$ cat src/design/didc_pkg.sv
package didc_pkg;

    localparam int CNT_W        = 32;
    localparam int TIMEOUT_W    = 16;
    localparam int BRIGHT_W     = 8;
    localparam int KIND_W       = 3;
    localparam int MODE_W       = 2;
    localparam int CFG_IDX_W    = 3;
    localparam int CFG_DATA_W   = 16;
    localparam int S_TDATA_W    = 8;
    localparam int M_TDATA_W    = 16;

    localparam int TPS_DEFAULT   = 1000;
    localparam int DEFAULT_DIM_S = 30;

    localparam logic [KIND_W-1:0] KIND_TICK     = 3'd0;
    localparam logic [KIND_W-1:0] KIND_ACTIVITY = 3'd1;
    localparam logic [KIND_W-1:0] KIND_SLEEP    = 3'd2;
    localparam logic [KIND_W-1:0] KIND_WAKEUP   = 3'd3;
    localparam logic [KIND_W-1:0] KIND_IMAGE    = 3'd4;

    localparam logic [MODE_W-1:0] MODE_DIM     = 2'd0;
    localparam logic [MODE_W-1:0] MODE_IMAGE   = 2'd1;
    localparam logic [MODE_W-1:0] MODE_DIM_OFF = 2'd2;

    localparam logic [CFG_IDX_W-1:0] REG_ENABLED     = 3'd0;
    localparam logic [CFG_IDX_W-1:0] REG_DIM_TIMEOUT = 3'd1;
    localparam logic [CFG_IDX_W-1:0] REG_OFF_TIMEOUT = 3'd2;
    localparam logic [CFG_IDX_W-1:0] REG_DIM_BRIGHT  = 3'd3;
    localparam logic [CFG_IDX_W-1:0] REG_ACT_BRIGHT  = 3'd4;
    localparam logic [CFG_IDX_W-1:0] REG_SAVER_MODE  = 3'd5;

    typedef struct packed {
        logic                enabled;
        logic [MODE_W-1:0]   saver_mode;
        logic [BRIGHT_W-1:0] dim_brightness;
        logic [BRIGHT_W-1:0] active_brightness;
    } cfg_t;

    typedef struct packed {
        logic clr_all;
        logic clr_idle;
    } clr_t;

    typedef struct packed {
        logic                showing_image;
        logic                is_dimmed;
        logic                display_on;
        logic [BRIGHT_W-1:0] brightness;
    } result_t;

endpackage

$ cat src/design/display_idle_dim_controller.sv
// Idle-timeout backlight controller. Each event request (tick, activity, force sleep,
// wakeup, image changed) yields one status result; a new request is taken every cycle
// while m_tready does not back-pressure. The request lands in the input register, and
// the state update loads its result into the result register; only m_tready
// back-pressure can stall this path. The single state update per
// cycle sets the rate. Timeouts are converted to tick counts by one multiplier when
// dim_timeout_s or off_timeout_s is written, so the event path holds only a 32-bit
// increment and compare. Configuration writes are always taken; write only while no
// request is in flight.
module display_idle_dim_controller #(
    parameter int TICKS_PER_SECOND = didc_pkg::TPS_DEFAULT
) (
    input  logic                             aclk,
    input  logic                             aresetn,
    input  logic                             s_tvalid,
    output logic                             s_tready,
    input  logic [didc_pkg::S_TDATA_W-1:0]   s_tdata,   // [0] image_present
    input  logic [didc_pkg::KIND_W-1:0]      s_tuser,   // [2:0] kind
    output logic                             m_tvalid,
    input  logic                             m_tready,
    // [7:0] brightness, [8] display_on, [9] is_dimmed, [10] showing_image
    output logic [didc_pkg::M_TDATA_W-1:0]   m_tdata,
    input  logic                             cfg_valid,
    output logic                             cfg_ready,
    input  logic [didc_pkg::CFG_IDX_W-1:0]   cfg_index,
    input  logic [didc_pkg::CFG_DATA_W-1:0]  cfg_data
);
    import didc_pkg::*;

    localparam int TPS_W = $clog2(TICKS_PER_SECOND + 1);
    localparam int THR_W = TIMEOUT_W + TPS_W;

    cfg_t              cfg;
    clr_t              clr;
    logic [THR_W-1:0]  dim_thr, off_thr;
    result_t           result;

    logic              in_valid_reg, in_valid_next;
    logic [KIND_W-1:0] in_kind_reg;
    logic              in_img_reg;
    logic              out_valid_reg, out_valid_next;
    result_t           out_reg;
    logic              advance, fire, take;

    assign advance  = !out_valid_reg || m_tready;
    assign s_tready = !in_valid_reg || advance;
    assign take     = s_tvalid && s_tready;
    assign fire     = in_valid_reg && advance;

    didc_cfg #(
        .TICKS_PER_SECOND (TICKS_PER_SECOND),
        .THR_W            (THR_W)
    ) u_cfg (
        .aclk      (aclk),
        .aresetn   (aresetn),
        .cfg_valid (cfg_valid),
        .cfg_ready (cfg_ready),
        .cfg_index (cfg_index),
        .cfg_data  (cfg_data),
        .cfg       (cfg),
        .clr       (clr),
        .dim_thr   (dim_thr),
        .off_thr   (off_thr)
    );

    didc_core #(
        .THR_W (THR_W)
    ) u_core (
        .aclk          (aclk),
        .aresetn       (aresetn),
        .item_valid    (fire),
        .kind          (in_kind_reg),
        .image_present (in_img_reg),
        .cfg           (cfg),
        .clr           (clr),
        .dim_thr       (dim_thr),
        .off_thr       (off_thr),
        .result        (result)
    );

    always_comb begin
        in_valid_next = in_valid_reg;
        if (take) begin
            in_valid_next = 1'b1;
        end else if (fire) begin
            in_valid_next = 1'b0;
        end
        out_valid_next = out_valid_reg;
        if (fire) begin
            out_valid_next = 1'b1;
        end else if (m_tready) begin
            out_valid_next = 1'b0;
        end
    end

    always_ff @(posedge aclk) begin
        if (!aresetn) begin
            in_valid_reg  <= 1'b0;
            out_valid_reg <= 1'b0;
        end else begin
            in_valid_reg  <= in_valid_next;
            out_valid_reg <= out_valid_next;
        end
    end

    always_ff @(posedge aclk) begin
        if (take) begin
            in_kind_reg <= s_tuser;
            in_img_reg  <= s_tdata[0];
        end
        if (fire) begin
            out_reg <= result;
        end
    end

    assign m_tvalid = out_valid_reg;
    assign m_tdata  = M_TDATA_W'({out_reg.showing_image, out_reg.is_dimmed,
                                  out_reg.display_on, out_reg.brightness});

endmodule

$ cat src/design/didc_cfg.sv
module didc_cfg #(
    parameter int TICKS_PER_SECOND = didc_pkg::TPS_DEFAULT,
    parameter int THR_W            = 17
) (
    input  logic                             aclk,
    input  logic                             aresetn,
    input  logic                             cfg_valid,
    output logic                             cfg_ready,
    input  logic [didc_pkg::CFG_IDX_W-1:0]   cfg_index,
    input  logic [didc_pkg::CFG_DATA_W-1:0]  cfg_data,
    output didc_pkg::cfg_t                   cfg,
    output didc_pkg::clr_t                   clr,
    output logic [THR_W-1:0]                 dim_thr,
    output logic [THR_W-1:0]                 off_thr
);
    import didc_pkg::*;

    localparam logic [THR_W-1:0] TPS_C     = THR_W'(TICKS_PER_SECOND);
    localparam logic [THR_W-1:0] DIM_THR_RST = THR_W'(DEFAULT_DIM_S * TICKS_PER_SECOND);

    cfg_t                  cfg_reg, cfg_next;
    logic [THR_W-1:0]      dim_thr_reg, dim_thr_next;
    logic [THR_W-1:0]      off_thr_reg, off_thr_next;
    logic [TIMEOUT_W-1:0]  mul_a;
    logic [THR_W-1:0]      product;
    logic                  wr;

    assign cfg_ready = 1'b1;
    assign wr        = cfg_valid && cfg_ready;

    // one shared multiplier turns seconds into ticks at write time
    assign mul_a   = (cfg_index == REG_DIM_TIMEOUT && cfg_data == '0)
                     ? TIMEOUT_W'(DEFAULT_DIM_S) : cfg_data[TIMEOUT_W-1:0];
    assign product = THR_W'(mul_a) * TPS_C;

    always_comb begin
        cfg_next     = cfg_reg;
        dim_thr_next = dim_thr_reg;
        off_thr_next = off_thr_reg;
        clr          = '0;
        if (wr) begin
            case (cfg_index)
                REG_ENABLED: begin
                    cfg_next.enabled = cfg_data[0];
                    clr.clr_all      = 1'b1;
                end
                REG_DIM_TIMEOUT: begin
                    dim_thr_next = product;
                    clr.clr_idle = 1'b1;
                end
                REG_OFF_TIMEOUT: off_thr_next = product;
                REG_DIM_BRIGHT:  cfg_next.dim_brightness = cfg_data[BRIGHT_W-1:0];
                REG_ACT_BRIGHT:  cfg_next.active_brightness = cfg_data[BRIGHT_W-1:0];
                REG_SAVER_MODE:  cfg_next.saver_mode = cfg_data[MODE_W-1:0];
                default: ;
            endcase
        end
    end

    always_ff @(posedge aclk) begin
        if (!aresetn) begin
            cfg_reg.enabled           <= 1'b1;
            cfg_reg.saver_mode        <= MODE_DIM;
            cfg_reg.dim_brightness    <= BRIGHT_W'(64);
            cfg_reg.active_brightness <= BRIGHT_W'(255);
            dim_thr_reg               <= DIM_THR_RST;
            off_thr_reg               <= '0;
        end else begin
            cfg_reg     <= cfg_next;
            dim_thr_reg <= dim_thr_next;
            off_thr_reg <= off_thr_next;
        end
    end

    assign cfg     = cfg_reg;
    assign dim_thr = dim_thr_reg;
    assign off_thr = off_thr_reg;

endmodule

$ cat src/design/didc_core.sv
module didc_core #(
    parameter int THR_W = 17
) (
    input  logic                          aclk,
    input  logic                          aresetn,
    input  logic                          item_valid,
    input  logic [didc_pkg::KIND_W-1:0]   kind,
    input  logic                          image_present,
    input  didc_pkg::cfg_t                cfg,
    input  didc_pkg::clr_t                clr,
    input  logic [THR_W-1:0]              dim_thr,
    input  logic [THR_W-1:0]              off_thr,
    output didc_pkg::result_t             result
);
    import didc_pkg::*;

    localparam int CMP_W = (THR_W > CNT_W) ? THR_W : CNT_W;

    logic [CNT_W-1:0] idle_reg, idle_next;
    logic [CNT_W-1:0] dimmed_reg, dimmed_next;
    logic             dim_reg, dim_next;
    logic             off_reg, off_next;
    logic             img_reg, img_next;
    logic [CNT_W-1:0] idle_inc, dimmed_inc;
    logic             idle_hit, dimmed_hit;

    assign idle_inc   = (idle_reg == '1) ? idle_reg : idle_reg + CNT_W'(1);
    assign dimmed_inc = (dimmed_reg == '1) ? dimmed_reg : dimmed_reg + CNT_W'(1);
    assign idle_hit   = CMP_W'(idle_inc) >= CMP_W'(dim_thr);
    assign dimmed_hit = CMP_W'(dimmed_inc) >= CMP_W'(off_thr);

    always_comb begin
        idle_next   = idle_reg;
        dimmed_next = dimmed_reg;
        dim_next    = dim_reg;
        off_next    = off_reg;
        img_next    = img_reg;
        if (clr.clr_all) begin
            idle_next = '0;
            dim_next  = 1'b0;
            off_next  = 1'b0;
            img_next  = 1'b0;
        end else if (clr.clr_idle) begin
            idle_next = '0;
        end else if (item_valid) begin
            case (kind)
                KIND_TICK: begin
                    idle_next = idle_inc;
                    if (dim_reg) begin
                        dimmed_next = dimmed_inc;
                    end
                    if (cfg.enabled) begin
                        if (!dim_reg) begin
                            if (idle_hit) begin
                                dim_next    = 1'b1;
                                off_next    = 1'b0;
                                dimmed_next = '0;
                                img_next    = (cfg.saver_mode == MODE_IMAGE) && image_present;
                            end
                        end else if (cfg.saver_mode == MODE_DIM_OFF && !off_reg &&
                                     off_thr != '0 && dimmed_hit) begin
                            off_next = 1'b1;
                            img_next = 1'b0;
                        end
                    end
                end
                KIND_ACTIVITY: begin
                    idle_next = '0;
                    if (cfg.enabled && dim_reg) begin
                        dim_next = 1'b0;
                        off_next = 1'b0;
                        img_next = 1'b0;
                    end
                end
                KIND_SLEEP: begin
                    if (cfg.enabled) begin
                        dim_next    = 1'b1;
                        off_next    = 1'b0;
                        dimmed_next = '0;
                        img_next    = (cfg.saver_mode == MODE_IMAGE) && image_present;
                    end
                end
                KIND_WAKEUP: begin
                    idle_next = '0;
                    dim_next  = 1'b0;
                    off_next  = 1'b0;
                    img_next  = 1'b0;
                end
                KIND_IMAGE: begin
                    if (img_reg && !image_present) begin
                        img_next = 1'b0;
                    end
                end
                default: ;
            endcase
        end
    end

    always_ff @(posedge aclk) begin
        if (!aresetn) begin
            idle_reg   <= '0;
            dimmed_reg <= '0;
            dim_reg    <= 1'b0;
            off_reg    <= 1'b0;
            img_reg    <= 1'b0;
        end else begin
            idle_reg   <= idle_next;
            dimmed_reg <= dimmed_next;
            dim_reg    <= dim_next;
            off_reg    <= off_next;
            img_reg    <= img_next;
        end
    end

    always_comb begin
        if (off_next) begin
            result.brightness = '0;
        end else if (dim_next && !img_next) begin
            result.brightness = cfg.dim_brightness;
        end else begin
            result.brightness = cfg.active_brightness;
        end
        result.display_on    = !off_next;
        result.is_dimmed     = dim_next;
        result.showing_image = img_next;
    end

endmodule

$ cat config.mk
export PLATFORM = sky130hd
export DESIGN_NAME = display_idle_dim_controller
export DESIGN_NICKNAME = d
export VERILOG_FILES = /design/src/design/didc_pkg.sv /design/src/design/display_idle_dim_controller.sv /design/src/design/didc_cfg.sv /design/src/design/didc_core.sv
export SDC_FILE = /design/constraint.sdc
export NUM_CORES = 1
export LEC_CHECK = 0
export BUFFER_PORTS_ARGS = -buffer_cell sky130_fd_sc_hd__buf_2
export CORE_ASPECT_RATIO = 2
export CORE_MARGIN = 10
export CORE_UTILIZATION = 30
export CTS_CLUSTER_SIZE = 20
export DETAILED_ROUTE_END_ITERATION = 7
export PLACE_DENSITY_LB_ADDON = 0.25
export RECOVER_POWER = 50
export SLEW_MARGIN = 20
export SYNTH_ARGS = -nofsm -noshare
export SYNTH_HDL_FRONTEND = slang
export SYNTH_SLANG_ARGS = --single-unit
$ cat constraint.sdc
create_clock -name aclk -period 5.7 [get_ports aclk]
set_clock_uncertainty 0.1 [all_clocks]
set_input_delay 0.57 -clock aclk [delete_from_list [all_inputs] [get_ports aclk]]
set_output_delay 0.57 -clock aclk [all_outputs]
set_load 0.03 [all_outputs]
### Word level (Yosys, flattened, before mapping)

Index checks and enable logic that the tools add are counted.

| word-level totals | value |
|---|---|
| memories kept | 0 |
| memory bits (read-only) | 0 |
| latch bits | 0 |
| bits in writable memories | 0 |
| output and inout port bits | 19 |
| bits of input ports | 35 |
| bits in registers | 149 |

| cells by class | value |
|---|---|
| mux-type cells | 48 |
| divide/modulo/power cells | 0 |
| bitwise logic cells | 3 |
| order comparisons | 2 |
| multiply operators | 1 |
| add/subtract/negate cells | 2 |
| reductions and logical operators | 36 |
| shift operators | 0 |
| eq/ne operators | 14 |

Operator list:

| kind | number |
|---|---|
| 2-to-1 mux 32 bit | 7 |
| case mux 32 bit (2 select lines) | 2 |
| adder 32 x 1 -> 32 bit, second input constant | 2 |
| equality test 32 bit, second input constant | 2 |
| >= comparator 32 x 26 -> 1 bit | 2 |
| 2-to-1 mux 1 bit | 33 |
| nonzero test 26 bit | 1 |
| multiplier 16 x 7 -> 23 bit, second input constant | 1 |
| zero test 16 bit | 1 |
| 2-to-1 mux 16 bit | 1 |
| AND reduction 2 bit | 7 |
| equality test 3 x 2 -> 1 bit, second input constant | 4 |
| logical AND 1 bit | 10 |
| equality test 3 bit, second input constant | 3 |
| 2-to-1 mux 8 bit | 1 |
| case mux 1 bit (4 select lines) | 2 |
| nonzero test 2 bit | 4 |
| equality test 3 x 1 -> 1 bit, second input constant | 2 |
| zero test 1 bit | 6 |
| zero test 3 bit | 2 |
| case mux 1 bit (5 select lines) | 1 |
| AND reduction 5 bit | 1 |
| inverter 1 bit | 3 |
| OR reduction 3 bit | 1 |
| other kinds (6) | 7 |

### Depth between registers and ports, before layout

| logic depth | value |
|---|---|
| depth in word-level cells | 14 |
| depth in mapped cells | 23 |
| mapped depth without buffers | 22 |

### By module

A second synthesis with hierarchy kept.

| unflattened totals | value |
|---|---|
| cells, all modules | 1516 |
| area, all modules | 12075.3 µm² |

By module, submodules not included:

| module | instances | sequential area each (µm²) | cells each | area an instance (µm²) |
|---|---|---|---|---|
| didc_core | 1 | 1341.3 | 862 | 6165.9 |
| didc_cfg | 1 | 1301.2 | 624 | 5313.8 |
| display_idle_dim_controller | 1 | 490.5 | 30 | 595.6 |

### Worst setup path before layout

Ideal clock, no wire load.

| timing path | value |
|---|---|
| path type | input-to-reg |
| from | input cfg_data[0] in the netlist's numbering |
| to | register u_cfg.off_thr_reg[24] (netlist: u_cfg.off_thr[24]) |
| path slack | 0.086 ns |
| arrival time | 5.444 ns |
| setup time | 0.070 ns |
| stages on the path | 19 |
| path buffers | 1 |
| cell sequence | clkbuf_1 nor4_1 nand2_1 nor2_1 nor2_1 inv_1 fa_1 fa_1 fa_1 fa_1 ha_1 a21oi_1 o21a_1 nor4_1 o31ai_1 o211ai_1 a21oi_1 or3b_2 a21oi_1 |

| between the ends | value |
|---|---|
| word-level cells in the longest chain between the ends | 4 |

Ends and longest elaborated chain:

| what | line | source |
|---|---|---|
| from (decl) | display_idle_dim_controller.sv:26 | `input logic [didc_pkg::CFG_DATA_W-1:0] cfg_data` |
| zero test 16 bit | didc_cfg.sv:32 | `assign mul_a = (cfg_index == REG_DIM_TIMEOUT && cfg_data == '0)` |
| logical AND 1 bit | didc_cfg.sv:32 |  |
| 2-to-1 mux 16 bit | didc_cfg.sv:33 | `? TIMEOUT_W'(DEFAULT_DIM_S) : cfg_data[TIMEOUT_W-1:0];` |
| named net u_cfg.mul_a[1] | didc_cfg.sv:24 | `logic [TIMEOUT_W-1:0] mul_a;` |
| multiplier 16 x 7 -> 23 bit | didc_cfg.sv:34 | `assign product = THR_W'(mul_a) * TPS_C;` |
| to (signal assigned) | didc_cfg.sv:71 | `off_thr_reg <= off_thr_next;` |
| to (decl) | didc_cfg.sv:23 | `logic [THR_W-1:0] off_thr_reg, off_thr_next;` |

The timed path passes the listed nets, and every way through them passes these cells.
A chain may end at the register's enable or synchronous reset.

### Worst setup path after layout

| timing path | value |
|---|---|
| from | input cfg_data[8] in the netlist's numbering |
| to | register u_cfg.dim_thr_reg[23] (netlist: u_cfg.dim_thr[23]) |

| between the ends | value |
|---|---|
| word-level cells in the longest chain between the ends | 4 |

Ends and longest elaborated chain:

| what | line | source |
|---|---|---|
| zero test 16 bit | didc_cfg.sv:32 |  |
| logical AND 1 bit | didc_cfg.sv:32 |  |
| 2-to-1 mux 16 bit | didc_cfg.sv:33 |  |
| named net u_cfg.mul_a[1] | didc_cfg.sv:24 |  |
| multiplier 16 x 7 -> 23 bit | didc_cfg.sv:34 |  |
| to (signal assigned) | didc_cfg.sv:70 | `dim_thr_reg <= dim_thr_next;` |
| to (decl) | didc_cfg.sv:22 | `logic [THR_W-1:0] dim_thr_reg, dim_thr_next;` |

The timed path passes the listed nets, and every way through them passes these cells.

==> impl_metrics.toml <==
[timing]
slew_viol_final = 0
setup_tns_ns = 0
setup_viol = 0
tightest_slew_ns = 0.978
grt_setup_unrepaired = "true"
hold_viol_final = 0
max_freq_mhz = 183
fin_crit_ns = 5.47
relSlewSlack_pct = 33.1
finalCritPeriodShare_pct = 96.0

[critical_path]
endpoint_kind = "flop"
r2r_cells = 19
rr_startpoint = "u_core.idle_reg[0]$_SDFFE_PP0P_"
arrival_ns = 5.75
worstReg2RegEnd = "m_tdata[1]$_SDFFCE_PP0P_"
crit_type = "input port to flop"
worst_ep_required_time_ns = 5.98
reg2reg_slack_ns = 0.60
cp_max_fo = 4
start_kind = "input port"

[run_status]
status = "completed"

[routing]
drt_iter0_drc = 469
viasPerCell = 5.11
wirelength_um = 35400
drtPass1Iterations = 5
drt-wirelength-per-cell_um = 17.4
drc_errors = 0
antenna_left = 0
vias = 10420

[min_path]
hp-start = "s_tuser[1]"
hold_end = "in_kind_reg[1]$_DFFE_PP_"
hp-class = "input port to flop"
hold_depth = 1

[power]
pwr-share-clk_pct = 26.2
switching_share_pct = 39.6
combPwrFrac_pct = 48.9
vdd_ir_drop_max_uv = 276
seq_power_share_pct = 24.8
p_per_area_nw_per_um2 = 339
p_int_mw = 2.77
p_switching_mw = 1.81
leakagePower_nw = 5.51

[cts]
clock-root-buffer = "clkbuf_16"
clk_path_buf_depth = 2
cts_tree = "yes"
cts_sinks = 149
h-tree-depth = 4
clock_latency_ns = 0.45
ctsHoldBuffers = 0
cts_setup_buffers = 0
path_clk_slew_ns = 0.07
cts_buffers = 17

[finish]
fill_cells = 4159
multiInputGateArea_um2 = 7740
fin_nets = 1698
diodes = 0
area_delta_synth_final_pct = 16.5
final_util_pct = 35.1
seqCellArea_um2 = 3130
mostFrequentLayoutCells = "nand2_1, inv_1, dfxtp_1"
final_common_cell = "nand2_1"
drive_gt1_share_pct = 13.4

[global_route]
grt-ovfl-total = 0
grt_usage_pct = 14.7
grt_pass1_wl_um = 55700
antenna_found_initial = 1
grt_pass1_vias = 10553
grt_max_degree = 60

[synthesis]
synth_simple_gate_area_share_pct = 22.5
synthAdderAreaFrac_pct = 20.2
syn_area_um2 = 11600
synth_compound_area_share_pct = 17.8
async_flop_share_pct = 0
synth_edf_count = 15
ys_types = 82
ys_ff_latch = 149
synth-main-ff-cell = "dfxtp_1"
syn_area_per_cell_um2 = 8.14
synth_top_family_by_area = "simple AND/OR/NAND/NOR gates"
synthMuxAreaShare_pct = 0.344
yosys_warnings = 0
seq_area_frac_synth_pct = 27.0
synth.area.top_cells = "dfxtp_1, ha_1, fa_1"
synth_xor_area_share_pct = 4.82
synthCells = 1428
yosysTopAreaCell = "dfxtp_1"
post-synth-top-area-fraction_pct = 23.1

[placed_design]
hpwl_um = 28300
gp_congestion = 0.836
io_buffers = 40

[floorplanning]
ios = 54
coreArea_um2 = 38500
die_y_um = 298
die_w_um = 159
die-area_um2 = 47500
num_rows = 102
initial_core_util_pct = 30.2

[run]
drv_cap = 0
## power by group through the flow
stage	Clock, mW	Sequential, mW	Combinational [mW]
6_report	1.20	1.14	2.24
5_1_grt	1.27	1.14	2.50
4_1_cts	1.23	1.14	2.20
3_5_place_dp	0	1.16	2.17
3_3_place_gp	0	1.16	2.16
2_1_floorplan	0	1.15	1.33
## what timing repair did
item	4_1_cts	5_1_grt
gates cloned	0	0
pin swaps	0	8
hold endpoints to repair	0	0
resized for setup	2	15
setup endpoints to repair	4	20
## through the flow
stage	area [um2]	hold WS (ns)	instances	total power [mW]	setup WS [ns]
after CTS	13500	0.179	2041	4.57	0.0472
after floorplan	11600	0.334	1432	2.48	0.0860
final	13500	0.197	2041	4.58	0.226
after global placement	12900	0.344	2009	3.32	-0.485
after global routing	13500	0.180	2041	4.91	-0.0233
after detailed placement	12900	0.347	2009	3.33	-0.489
## critical path, stage by stage
cell and delay [ns]:
buf_2 0.11, nor4_2 0.27, nand4_1 0.22, nor2_2 0.22, nor2_1 0.08, inv_1 0.09
fa_1 0.46, fa_1 0.52, fa_1 0.44, fa_1 0.50, ha_1 0.34, o21a_1 0.15
a2111oi_2 0.39, buf_4 0.18, o31ai_2 0.08, nor4_2 0.36, o31a_1 0.21, a21oi_2 0.09
xor2_1 0.23, nand2_1 0.08, a21oi_1 0.12
## synth_stat cells (9+ instances only)
cell      count
nor2_1      104
or3_1        16
o21a_1        9
ha_1        101
nor3_1       35
nand4_1      32
inv_1       138
xnor2_1      42
nand2_1     178
nor4_1       27
o21ai_0      49
or2_2        11
and3_1       14
a21oi_1     102
edfxtp_1     15
a31oi_1      16
a21o_1       12
fa_1         54
a22o_1        9
a22oi_1      15
a211oi_1     13
nand3_1      61
xor2_1       22
dfxtp_1     134
clkbuf_1     58
o211ai_1     23
## worst max-delay path by stage
stage	start	to	depth (start not counted)
finish	cfg_data[8]	u_cfg.dim_thr[23]$_SDFFE_PN0P_	21
global route	cfg_data[8]	u_cfg.off_thr[23]$_SDFFE_PN0P_	21
CTS	cfg_data[8]	u_cfg.off_thr[24]$_SDFFE_PN0P_	18
detailed placement	cfg_data[8]	u_cfg.dim_thr[25]$_SDFFE_PN0P_	20
global placement	cfg_data[8]	u_cfg.dim_thr[23]$_SDFFE_PN0P_	20
floorplan	cfg_data[0]	u_cfg.off_thr[24]$_SDFFE_PN0P_	19
## metal layers
| layer | wire length [um] | track usage [%] | part of all wire [%] | up-vias |
|---|---|---|---|---|
| met5 | 7 | 0 | 0.020 | - |
| met4 | 1780 | 8.04 | 5.0 | 2 |
| met3 | 918 | 2.00 | 2.6 | 86 |
| met2 | 20100 | 29.1 | 57 | 192 |
| met1 | 12600 | 14.1 | 36 | 4977 |
| li1 | - | - | - | 5163 |
## layout make-up
cell class | count | area share [%]
Inverter | 138 | 3.83
Sequential cell | 149 | 23.1
Multi-Input combinational cell | 1070 | 57.2
Clock inverter | 15 | 1.41
Clock buffer | 17 | 3.14
Timing Repair Buffer | 132 | 6.49
Tap cell | 520 | 4.81
## cell families after synthesis
| family | count (synthesis) |
|---|---|
| flops | 149 |
| mux | 4 |
| simple gates | 529 |
| fa+ha+maj | 155 |
| compound gates | 312 |
| buf+inv | 213 |
| other cells | 2 |
| xor+xnor | 64 |
(Power assumes the default switching activity.)
